`config.mk`:
```
export PLATFORM = sky130hd
export DESIGN_NAME = intra16_luma_mode_decision_core_flat
export DESIGN_NICKNAME = d
export VERILOG_FILES = /design/src/rtl/i16md_pkg.sv /design/src/rtl/i16md_if.sv /design/src/rtl/i16md_plane.sv /design/src/rtl/intra16_luma_mode_decision_core.sv /design/src/flat_wrapper.sv
export SDC_FILE = /design/constraint.sdc
export NUM_CORES = 2
export LEC_CHECK = 0
export ABC_CLOCK_PERIOD_IN_PS = 10400
export BUFFER_PORTS_ARGS = -buffer_cell sky130_fd_sc_hd__buf_2
export CORE_AREA = 2 2 424 510
export DETAILED_ROUTE_END_ITERATION = 10
export DIE_AREA = 0 0 426 512
export PLACE_DENSITY = 0.8
export SYNTH_ARGS = -nofsm -noshare
export SYNTH_HDL_FRONTEND = slang
export SYNTH_SLANG_ARGS = --single-unit
```
`constraint.sdc`:
```
create_clock -name clk -period 10.4 [get_ports clk]
set_input_delay 0.52 -clock clk [delete_from_list [all_inputs] [get_ports clk]]
set_output_delay 0.52 -clock clk [all_outputs]
set_load 0.005 [all_outputs]
```
`src/rtl/i16md_pkg.sv`:
```
// Package for the intra 16x16 luma mode decision core.
// Holds command codes, mode codes and the decide sequencer state type.
`timescale 1ns / 1ps
`default_nettype none
package i16md_pkg;

  typedef enum logic [2:0] {
    CMD_TOP    = 3'd0,
    CMD_LEFT   = 3'd1,
    CMD_CORNER = 3'd2,
    CMD_ORIG   = 3'd3,
    CMD_DECIDE = 3'd4
  } cmd_t;

  localparam logic [1:0] MODE_VERTICAL   = 2'd0;
  localparam logic [1:0] MODE_HORIZONTAL = 2'd1;
  localparam logic [1:0] MODE_DC         = 2'd2;
  localparam logic [1:0] MODE_PLANE      = 2'd3;

  localparam int unsigned EDGE_LEN = 16;
  localparam int unsigned BLK_PIX  = 256;

  typedef enum logic [2:0] {
    ST_IDLE,
    ST_EDGE,
    ST_GRAD,
    ST_SCAN,
    ST_DRAIN,
    ST_PICK,
    ST_OUT
  } state_t;

endpackage
`default_nettype wire

```
`src/rtl/i16md_if.sv`:
```
// Valid/ready channel interfaces for the intra 16x16 mode decision core.
// Depends on nothing; payload widths follow the item fields.
`timescale 1ns / 1ps
`default_nettype none
interface i16md_in_if;
  logic       valid;
  logic       ready;
  logic [2:0] command;
  logic [7:0] index;
  logic [7:0] sample;
  logic       left_available;
  logic       up_available;
  modport source (output valid, command, index, sample, left_available, up_available,
                  input ready);
  modport sink   (input valid, command, index, sample, left_available, up_available,
                  output ready);
endinterface

interface i16md_out_if;
  logic        valid;
  logic        ready;
  logic [1:0]  best_mode;
  logic [15:0] best_cost;
  modport source (output valid, best_mode, best_cost, input ready);
  modport sink   (input valid, best_mode, best_cost, output ready);
endinterface

interface i16md_cfg_if;
  logic       valid;
  logic       ready;
  logic [7:0] data;
  modport source (output valid, data, input ready);
  modport sink   (input valid, data, output ready);
endinterface
`default_nettype wire

```
`src/rtl/i16md_plane.sv`:
```
// Plane prediction sample generator: one registered sample per cycle.
// Uses nothing from i16md_pkg; fed by the top level scan counter.
`timescale 1ns / 1ps
`default_nettype none
module i16md_plane (
  input  wire logic               clk,
  input  wire logic signed [13:0] a,
  input  wire logic signed [15:0] b,
  input  wire logic signed [15:0] c,
  input  wire logic [3:0]         x,
  input  wire logic [3:0]         y,
  output logic [7:0]              pred
);
  logic signed [4:0]  xo;
  logic signed [4:0]  yo;
  logic signed [22:0] acc;
  logic signed [17:0] shf;

  // Form a + b*(x-7) + c*(y-7) + 16, then floor shift and clip
  always_comb begin
    xo  = $signed({1'b0, x}) - 5'sd7;
    yo  = $signed({1'b0, y}) - 5'sd7;
    acc = 23'(a) + 23'(b * xo) + 23'(c * yo) + 23'sd16;
    shf = 18'(acc >>> 5);
  end

  // Register the clipped sample
  always_ff @(posedge clk) begin
    if (shf < 0) pred <= 8'd0;
    else if (shf > 18'sd255) pred <= 8'd255;
    else pred <= shf[7:0];
  end
endmodule
`default_nettype wire

```
`src/rtl/intra16_luma_mode_decision_core.sv`:
```
// Top level of the intra 16x16 luma mode decision core.
// Depends on i16md_pkg, i16md_if (channel interfaces) and i16md_plane.
`timescale 1ns / 1ps
`default_nettype none
// Load beats (top, left, corner, original pixel) are taken one per cycle while
// the core is idle and write straight into storage. A decide beat runs a
// sequencer: ST_EDGE walks the edge memories for sums and plane gradients
// (16 reads, read data registered), ST_GRAD forms the gradients and the DC
// value, then ST_SCAN reads one original pixel per cycle from its single-port
// memory and accumulates all four SADs side by side, ST_DRAIN lets the scan
// pipeline empty and ST_PICK picks the mode. The result waits in an output
// register; input is taken again once res_valid has cleared and the state is
// back at ST_IDLE. No input is taken while a decide is in progress.
module intra16_luma_mode_decision_core (
  input  wire logic clk,
  input  wire logic rst,
  i16md_in_if.sink   in_ch,
  i16md_out_if.source out_ch,
  i16md_cfg_if.sink  cfg
);
  // Edge and block memories, read data registered
  logic [7:0] top_mem  [16];
  logic [7:0] left_mem [16];
  logic [7:0] orig_mem [256];
  logic [7:0] corner;
  logic [7:0] top_rd, left_rd, orig_rd;
  logic [7:0] dc_fallback;

  i16md_pkg::state_t state, state_next;
  logic [7:0] cnt;
  logic [3:0] rd_x;
  logic [3:0] rd_y;
  logic       left_ok, up_ok;
  logic [11:0] sum_t, sum_l;
  logic signed [14:0] h_acc, v_acc;
  logic signed [13:0] a_val;
  logic signed [15:0] b_val, c_val;
  logic [7:0]  dc_val;
  logic [15:0] sad_v, sad_h, sad_dc, sad_p;
  logic        scan_v;
  logic [7:0]  scan_x;
  logic [7:0]  plane_pred;
  logic [1:0]  res_mode;
  logic [15:0] res_cost;
  logic        res_valid;
  logic [3:0]  e_idx;
  logic signed [4:0] wgt;
  logic signed [8:0] td, ld;
  logic        acc_beat;
  logic [7:0]  rd_addr;

  assign cfg.ready = 1'b1;
  assign in_ch.ready = (state == i16md_pkg::ST_IDLE);
  assign acc_beat = in_ch.valid && in_ch.ready;

  // Config register
  always_ff @(posedge clk) begin
    if (rst) dc_fallback <= 8'd128;
    else if (cfg.valid) dc_fallback <= cfg.data;
  end

  // Edge walk index: during ST_EDGE read entry cnt
  assign e_idx   = cnt[3:0];
  assign rd_addr = cnt;

  // Memory writes and registered reads
  always_ff @(posedge clk) begin
    if (acc_beat && in_ch.command == i16md_pkg::CMD_TOP && in_ch.index[7:4] == 4'd0)
      top_mem[in_ch.index[3:0]] <= in_ch.sample;
    if (acc_beat && in_ch.command == i16md_pkg::CMD_LEFT && in_ch.index[7:4] == 4'd0)
      left_mem[in_ch.index[3:0]] <= in_ch.sample;
    if (acc_beat && in_ch.command == i16md_pkg::CMD_CORNER)
      corner <= in_ch.sample;
    if (acc_beat && in_ch.command == i16md_pkg::CMD_ORIG)
      orig_mem[in_ch.index] <= in_ch.sample;
    top_rd  <= top_mem[(state == i16md_pkg::ST_SCAN) ? rd_addr[3:0] : e_idx];
    left_rd <= left_mem[(state == i16md_pkg::ST_SCAN) ? rd_addr[7:4] : e_idx];
    orig_rd <= orig_mem[rd_addr];
  end

  // Next state
  always_comb begin
    state_next = state;
    case (state)
      i16md_pkg::ST_IDLE:
        if (acc_beat && in_ch.command == i16md_pkg::CMD_DECIDE)
          state_next = i16md_pkg::ST_EDGE;
      i16md_pkg::ST_EDGE:  if (cnt == 8'd16) state_next = i16md_pkg::ST_GRAD;
      i16md_pkg::ST_GRAD:  state_next = i16md_pkg::ST_SCAN;
      i16md_pkg::ST_SCAN:  if (cnt == 8'd255) state_next = i16md_pkg::ST_DRAIN;
      i16md_pkg::ST_DRAIN: if (!scan_v) state_next = i16md_pkg::ST_PICK;
      i16md_pkg::ST_PICK:  state_next = i16md_pkg::ST_OUT;
      i16md_pkg::ST_OUT:   if (!res_valid) state_next = i16md_pkg::ST_IDLE;
      default:             state_next = i16md_pkg::ST_IDLE;
    endcase
  end

  // Edge weights: entry e contributes (e-7) for e>=8 and -(7-e) below 7
  always_comb begin
    wgt = $signed({1'b0, rd_x}) - 5'sd7;
    td  = $signed({1'b0, top_rd});
    ld  = $signed({1'b0, left_rd});
  end

  // Sequencer datapath
  always_ff @(posedge clk) begin
    if (rst) begin
      state <= i16md_pkg::ST_IDLE;
      cnt <= '0;
      scan_v <= 1'b0;
      res_valid <= 1'b0;
    end else begin
      state <= state_next;
      case (state)
        i16md_pkg::ST_IDLE: begin
          cnt <= '0;
          if (acc_beat) begin
            left_ok <= in_ch.left_available;
            up_ok   <= in_ch.up_available;
          end
          sum_t <= '0; sum_l <= '0; h_acc <= '0; v_acc <= '0;
        end
        i16md_pkg::ST_EDGE: begin
          rd_x <= e_idx;
          if (cnt != 8'd0) begin
            sum_t <= sum_t + 12'(top_rd);
            sum_l <= sum_l + 12'(left_rd);
          end
          if (cnt == 8'd16) begin
            // rd_x==15 weight 8 was applied as 8*top15; subtract corner
            h_acc <= h_acc + 15'(wgt) * 15'(td) - 15'sd8 * $signed({7'd0, corner});
            v_acc <= v_acc + 15'(wgt) * 15'(ld) - 15'sd8 * $signed({7'd0, corner});
            a_val <= 14'sd16 * ($signed({6'd0, left_rd}) + $signed({6'd0, top_rd}));
            cnt <= '0;
          end else begin
            cnt <= cnt + 8'd1;
            if (cnt != 8'd0 && rd_x != 4'd7) begin
              h_acc <= h_acc + 15'(wgt) * 15'(td);
              v_acc <= v_acc + 15'(wgt) * 15'(ld);
            end
          end
        end
        i16md_pkg::ST_GRAD: begin
          b_val <= 16'((18'sd5 * 18'(h_acc) + 18'sd32) >>> 6);
          c_val <= 16'((18'sd5 * 18'(v_acc) + 18'sd32) >>> 6);
          if (left_ok && up_ok) dc_val <= 8'((13'(sum_t) + 13'(sum_l) + 13'd16) >> 5);
          else if (left_ok) dc_val <= 8'((sum_l + 12'd8) >> 4);
          else if (up_ok) dc_val <= 8'((sum_t + 12'd8) >> 4);
          else dc_val <= dc_fallback;
          sad_v <= '0; sad_h <= '0; sad_dc <= '0; sad_p <= '0;
          cnt <= '0;
        end
        i16md_pkg::ST_SCAN: begin
          cnt <= cnt + 8'd1;
        end
        i16md_pkg::ST_PICK: begin
          res_valid <= 1'b1;
          if (up_ok && !(left_ok && sad_h < sad_v) && sad_v <= sad_dc &&
              !(left_ok && up_ok && sad_p < sad_v)) begin
            res_mode <= i16md_pkg::MODE_VERTICAL; res_cost <= sad_v;
          end else if (left_ok && sad_h <= sad_dc && !(up_ok && sad_v <= sad_h) &&
                       !(up_ok && sad_p < sad_h)) begin
            res_mode <= i16md_pkg::MODE_HORIZONTAL; res_cost <= sad_h;
          end else if (left_ok && up_ok && sad_p < sad_dc) begin
            res_mode <= i16md_pkg::MODE_PLANE; res_cost <= sad_p;
          end else begin
            res_mode <= i16md_pkg::MODE_DC; res_cost <= sad_dc;
          end
        end
        i16md_pkg::ST_OUT: begin
          if (out_ch.ready) res_valid <= 1'b0;
        end
        default: ;
      endcase
      // Scan pipeline: read issued this cycle, data next cycle
      scan_v <= (state == i16md_pkg::ST_SCAN);
      if (state == i16md_pkg::ST_SCAN) scan_x <= cnt;
      if (scan_v) begin
        sad_v  <= sad_v  + 16'(orig_rd > top_rd ? orig_rd - top_rd : top_rd - orig_rd);
        sad_h  <= sad_h  + 16'(orig_rd > left_rd ? orig_rd - left_rd : left_rd - orig_rd);
        sad_dc <= sad_dc + 16'(orig_rd > dc_val ? orig_rd - dc_val : dc_val - orig_rd);
        sad_p  <= sad_p  + 16'(orig_rd > plane_pred ? orig_rd - plane_pred
                                                    : plane_pred - orig_rd);
      end
    end
  end

  assign rd_y = cnt[7:4];

  i16md_plane u_plane (
    .clk  (clk),
    .a    (a_val),
    .b    (b_val),
    .c    (c_val),
    .x    (cnt[3:0]),
    .y    (rd_y),
    .pred (plane_pred)
  );

  assign out_ch.valid     = res_valid && (state == i16md_pkg::ST_OUT);
  assign out_ch.best_mode = res_mode;
  assign out_ch.best_cost = res_cost;

`ifndef SYNTHESIS
  a_no_in_busy: assert property (@(posedge clk) disable iff (rst)
    (state != i16md_pkg::ST_IDLE) |-> !in_ch.ready) else $error("input taken while busy");
  a_out_only: assert property (@(posedge clk) disable iff (rst)
    out_ch.valid |-> (state == i16md_pkg::ST_OUT)) else $error("stray result");
  a_scan_len: assert property (@(posedge clk) disable iff (rst)
    $fell(scan_v) |-> (scan_x == 8'd255)) else $error("scan cut short");
`endif
endmodule
`default_nettype wire

```
`src/flat_wrapper.sv`:
```
// flat-port wrapper written by rule: the top's interface ports become plain ports
module intra16_luma_mode_decision_core_flat 
  (clk, rst, in_ch_valid, in_ch_command, in_ch_index, in_ch_sample, in_ch_left_available, in_ch_up_available, in_ch_ready, out_ch_valid, out_ch_best_mode, out_ch_best_cost, out_ch_ready, cfg_valid, cfg_data, cfg_ready);
  i16md_in_if in_ch_i ();
  i16md_out_if out_ch_i ();
  i16md_cfg_if cfg_i ();
  input  wire logic clk;
  input  wire logic rst;
  input wire logic [$bits(in_ch_i.valid)-1:0] in_ch_valid;
  input wire logic [$bits(in_ch_i.command)-1:0] in_ch_command;
  input wire logic [$bits(in_ch_i.index)-1:0] in_ch_index;
  input wire logic [$bits(in_ch_i.sample)-1:0] in_ch_sample;
  input wire logic [$bits(in_ch_i.left_available)-1:0] in_ch_left_available;
  input wire logic [$bits(in_ch_i.up_available)-1:0] in_ch_up_available;
  output wire logic [$bits(in_ch_i.ready)-1:0] in_ch_ready;
  output wire logic [$bits(out_ch_i.valid)-1:0] out_ch_valid;
  output wire logic [$bits(out_ch_i.best_mode)-1:0] out_ch_best_mode;
  output wire logic [$bits(out_ch_i.best_cost)-1:0] out_ch_best_cost;
  input wire logic [$bits(out_ch_i.ready)-1:0] out_ch_ready;
  input wire logic [$bits(cfg_i.valid)-1:0] cfg_valid;
  input wire logic [$bits(cfg_i.data)-1:0] cfg_data;
  output wire logic [$bits(cfg_i.ready)-1:0] cfg_ready;
  assign in_ch_i.valid = in_ch_valid;
  assign in_ch_i.command = in_ch_command;
  assign in_ch_i.index = in_ch_index;
  assign in_ch_i.sample = in_ch_sample;
  assign in_ch_i.left_available = in_ch_left_available;
  assign in_ch_i.up_available = in_ch_up_available;
  assign in_ch_ready = in_ch_i.ready;
  assign out_ch_valid = out_ch_i.valid;
  assign out_ch_best_mode = out_ch_i.best_mode;
  assign out_ch_best_cost = out_ch_i.best_cost;
  assign out_ch_i.ready = out_ch_ready;
  assign cfg_i.valid = cfg_valid;
  assign cfg_i.data = cfg_data;
  assign cfg_ready = cfg_i.ready;
  intra16_luma_mode_decision_core u_core (.clk(clk), .rst(rst), .in_ch(in_ch_i), .out_ch(out_ch_i), .cfg(cfg_i));
endmodule
```
==> results.md <==
* Hold path start: cfg_valid
* Clock Tree Root: clkbuf_16
* Worst-path clk slew at about 0.060 ns
* Fin area at 129000 µm²
* Synth area leader: edfxtp_1
* Final hold vios at 0
* Global route overflow at 0
* Initial antenna violation count at 22
* Largest net degree at the start of global routing at 150
* Reg-to-reg endpoint: u_core.u_plane.pred[1]
* Nets at 7410
* Vias in the first global route at approximately 66000
* All-Layer GR Usage at 0.288
* Slew of the pin with the lowest slew margin at around 1.5 ns
* Post-route DRC at 0
* Post-synth EDFFs at 2495
* Crit Path Category: reg2reg
* Post-route clock period utilization at 0.794
* Most frequent cell after synthesis: edfxtp_1
* Final count of pins violating max slew at 0
* Worst r2r src: u_core.cnt[4]
* Clk_lat worst skew at roughly 0.92 ns
* Worst slew margin at 0.0232
* WP data required at 11.23 ns
* Area contributors post-synth: edfxtp_1 (64%), mux4_2 (15%), ha_1 (5.3%)
* Dpl cells at between 9000 and 10000
* Drt first pass iters at 6
* Worst EP arrival at around 9.1 ns
* Post-synth top cells: edfxtp_1 (2495), mux4_2 (759), nor2_1 (561)
* Hold Crit Endpoint: u_core.dc_fallback[6]
* Synth Flop Type: edfxtp_1
* Pwr dens at 196 nW/µm²
* Clock Sinks at approximately 2500
* # Max-Cap Violations at 0
* Setup slack, reg-to-reg at about 2.1 ns
* Endpoints failing setup at 0
* Setup TNS at 0 ns
* Routed via count at around 65000
* Register bit total from synthesis at between 2000 and 3000
* Post-synthesis cell type count at between 60 and 70
* Register area share after synthesis at 0.651
* RSZ-0062 raised after global routing: false
* Synth Area per Inst at 17.7 µm²
* Worst R2R Path Depth at 24
* DRT antenna net count at 0
* Post-Syn Area at about 120000 µm²
* Synth top area share at 0.642
* Initial core utilization at 0.548
* DIE HEIGHT at 512 µm
* Final worst path period need at between 8 and 9 ns
* Share of cells above drive strength 1 at 0.191
* CTS Hold Bufs at 11
* Worst Slack Setup Final at 2.14 ns
* Die area at 218000 µm²
* Clk_skew at approximately 0.058 ns
* Placed instance area at between 100000 and 150000 µm²
* Warnings, synthesis at 0
* Run status: finished clean
* Pre-CTS setup slack at 2.14 ns
* Std cell rows at approximately 190
* Hold path depth at 3
* Routed len/inst at about 32 µm
* Count of non-filler cells in the finished layout at about 9700
* Setup repair bufs after CTS at 0
* Maximum vdd drop at about 210 µV
* Hold Crit Class: in2reg
* Drt via density at about 6.6
* # resized after CTS at 0
* Fmax at ~120 MHz
* Crit path max fanout at 35
* Die Width at about 430 µm
* Total I/O pin count at 55
* Leakage at 43.0 nW
* Crit start category: flop
* Pwr Total at about 25 mW
* CTS tree: done
* First-pass GRT wire length at ~460 mm
* Initial DRC count at between 8000 and 9000
* Final WL at ~310 mm
* Clk buf depth at 3
* Number of fill cells at roughly 14000
* H-tree depth at 4
* Post-Synthesis Cells at ~6600
* Mapped Nets at about 7300
* Gpl congestion at roughly 0.90
* CP endpoint kind: flop
* Inserted Clock Buffers at roughly 240
* Port Buf Inserts at 53
* Dpl hpwl at ~180 mm
* CP Launch Point: u_core.cnt[4]
* Area growth from synthesis to layout at 10.1%
* FFs w/ async S/R, synth at 0
* Core area at between 200000 and 250000 µm²
-- critical path: stages, from the launching register on --
cell and delay [ns]:
dfxtp_2 0.49, buf_4 0.62, nand3_1 0.19, xor2_1 0.73, nand2_1 0.18, fa_1 0.53
inv_1 0.05, fa_1 0.48, fa_1 0.51, fa_1 0.49, inv_1 0.05, fa_1 0.45
fa_1 0.49, inv_1 0.04, ha_1 0.25, and4_1 0.19, a41oi_1 0.34, a21oi_1 0.20
a41o_1 0.35, a311o_1 0.32, and3_1 0.21, o21ai_1 0.16, a21oi_1 0.10, xnor2_1 0.54
o21a_1 0.22
-- cell usage in the layout (no fill, tap or decap), types with 17 or more instances in the layout --
| master | count |
|---|---|
| edfxtp_1 | 2495 |
| mux4_2 | 759 |
| nor2_1 | 561 |
| ha_1 | 490 |
| inv_1 | 364 |
| clkbuf_16 | 237 |
| fa_1 | 203 |
| nand2_1 | 176 |
| a21oi_1 | 155 |
| xnor2_1 | 124 |
| o21ai_0 | 113 |
| a21o_1 | 76 |
| buf_4 | 76 |
| and2_1 | 71 |
| xor2_1 | 69 |
| nor2b_1 | 59 |
| mux2i_1 | 57 |
| nor3_1 | 55 |
| clkinv_2 | 50 |
| dfxtp_1 | 48 |
| buf_2 | 45 |
| nand3_1 | 44 |
| clkinv_1 | 44 |
| o21a_1 | 40 |
| nand2b_1 | 36 |
| bufinv_16 | 35 |
| a211oi_1 | 32 |
| clkbuf_1 | 32 |
| nand4_1 | 26 |
| a31oi_1 | 25 |
| o22ai_1 | 23 |
| and3_1 | 19 |
| o21bai_1 | 17 |
| clkinvlp_4 | 17 |
-- state kept, by name (all words and copies together) (netlist names), 9 cells and up --
name                     count
u_core.left_mem            128
u_core.top_mem             128
u_core.v_acc                15
u_core.a_val                 9
u_core.sum_l                12
u_core.out_ch.best_cost     16
u_core.h_acc                15
u_core.sad_h                16
u_core.sad_v                16
u_core.sum_t                12
u_core.orig_mem           2048
u_core.c_val                12
u_core.sad_dc               16
u_core.b_val                12
u_core.sad_p                16
-- logic make-up (layout without fill, tap and decap cells) --
kind of cell             after synthesis  count (layout)  synth area share
flip-flops                          2548            2548             0.651
AND/OR/NAND/NOR                     1104            1104            0.0424
multiplexers                         829             829             0.153
adder cells (fa/ha/maj)              693             693            0.0873
buffers and inverters                647             957            0.0215
AO/OA/AOI/OAI                        567             567            0.0307
XOR/XNOR                             193             193            0.0145
other                                  1              13         0.0000321
-- layer usage --
layer / vias to the layer above / routed length (µm) / global-route usage / part of all wire
li1: 26000 / - / - / -
met1: 33400 / 107000 / 0.359 / 0.34
met2: 4362 / 159000 / 0.485 / 0.51
met3: 925 / 28300 / 0.0481 / 0.090
met4: 14 / 19200 / 0.153 / 0.061
met5: - / 99 / 0 / 0.00032
-- per-stage QoR --
step | util | hold slack [ns]
after floorplan | - | 0.406
after global placement | 0.564 | 0.502
after detailed placement | 0.564 | 0.497
after CTS | 0.603 | 0.0643
after global routing | 0.603 | 0.0873
final | 0.603 | 0.113
-- cell type report --
| type | count | area (µm²) | share of cell area |
|---|---|---|---|
| Sequential cell | 2548 | 76000 | 0.591 |
| Multi-Input combinational cell | 3387 | 38400 | 0.299 |
| Clock buffer | 271 | 6080 | 0.0473 |
| Tap cell | 2820 | 3530 | 0.0275 |
| Clock inverter | 175 | 2020 | 0.0157 |
| Inverter | 367 | 1380 | 0.0107 |
| Timing Repair Buffer | 144 | 1110 | 0.00861 |
| Antenna cell | 12 | 30.0 | 0.000234 |
-- how the worst max path moves through the flow --
stage,to,depth (start not counted)
CTS,u_core.u_plane.pred[1],23
finish,u_core.u_plane.pred[1],24
global placement,u_core.u_plane.pred[6],23
global route,u_core.u_plane.pred[7],24
floorplan,u_core.u_plane.pred[0],28
detailed placement,u_core.u_plane.pred[1],23
-- report_power, final --
group / leakage [nW] / switching (mW) / internal, mW
Combinational: 16.2 / 2.57 / 1.93
Sequential: 22.9 / 0.156 / 11.4
Clock: 3.92 / 4.08 / 5.10
(Power assumes the default switching activity.)
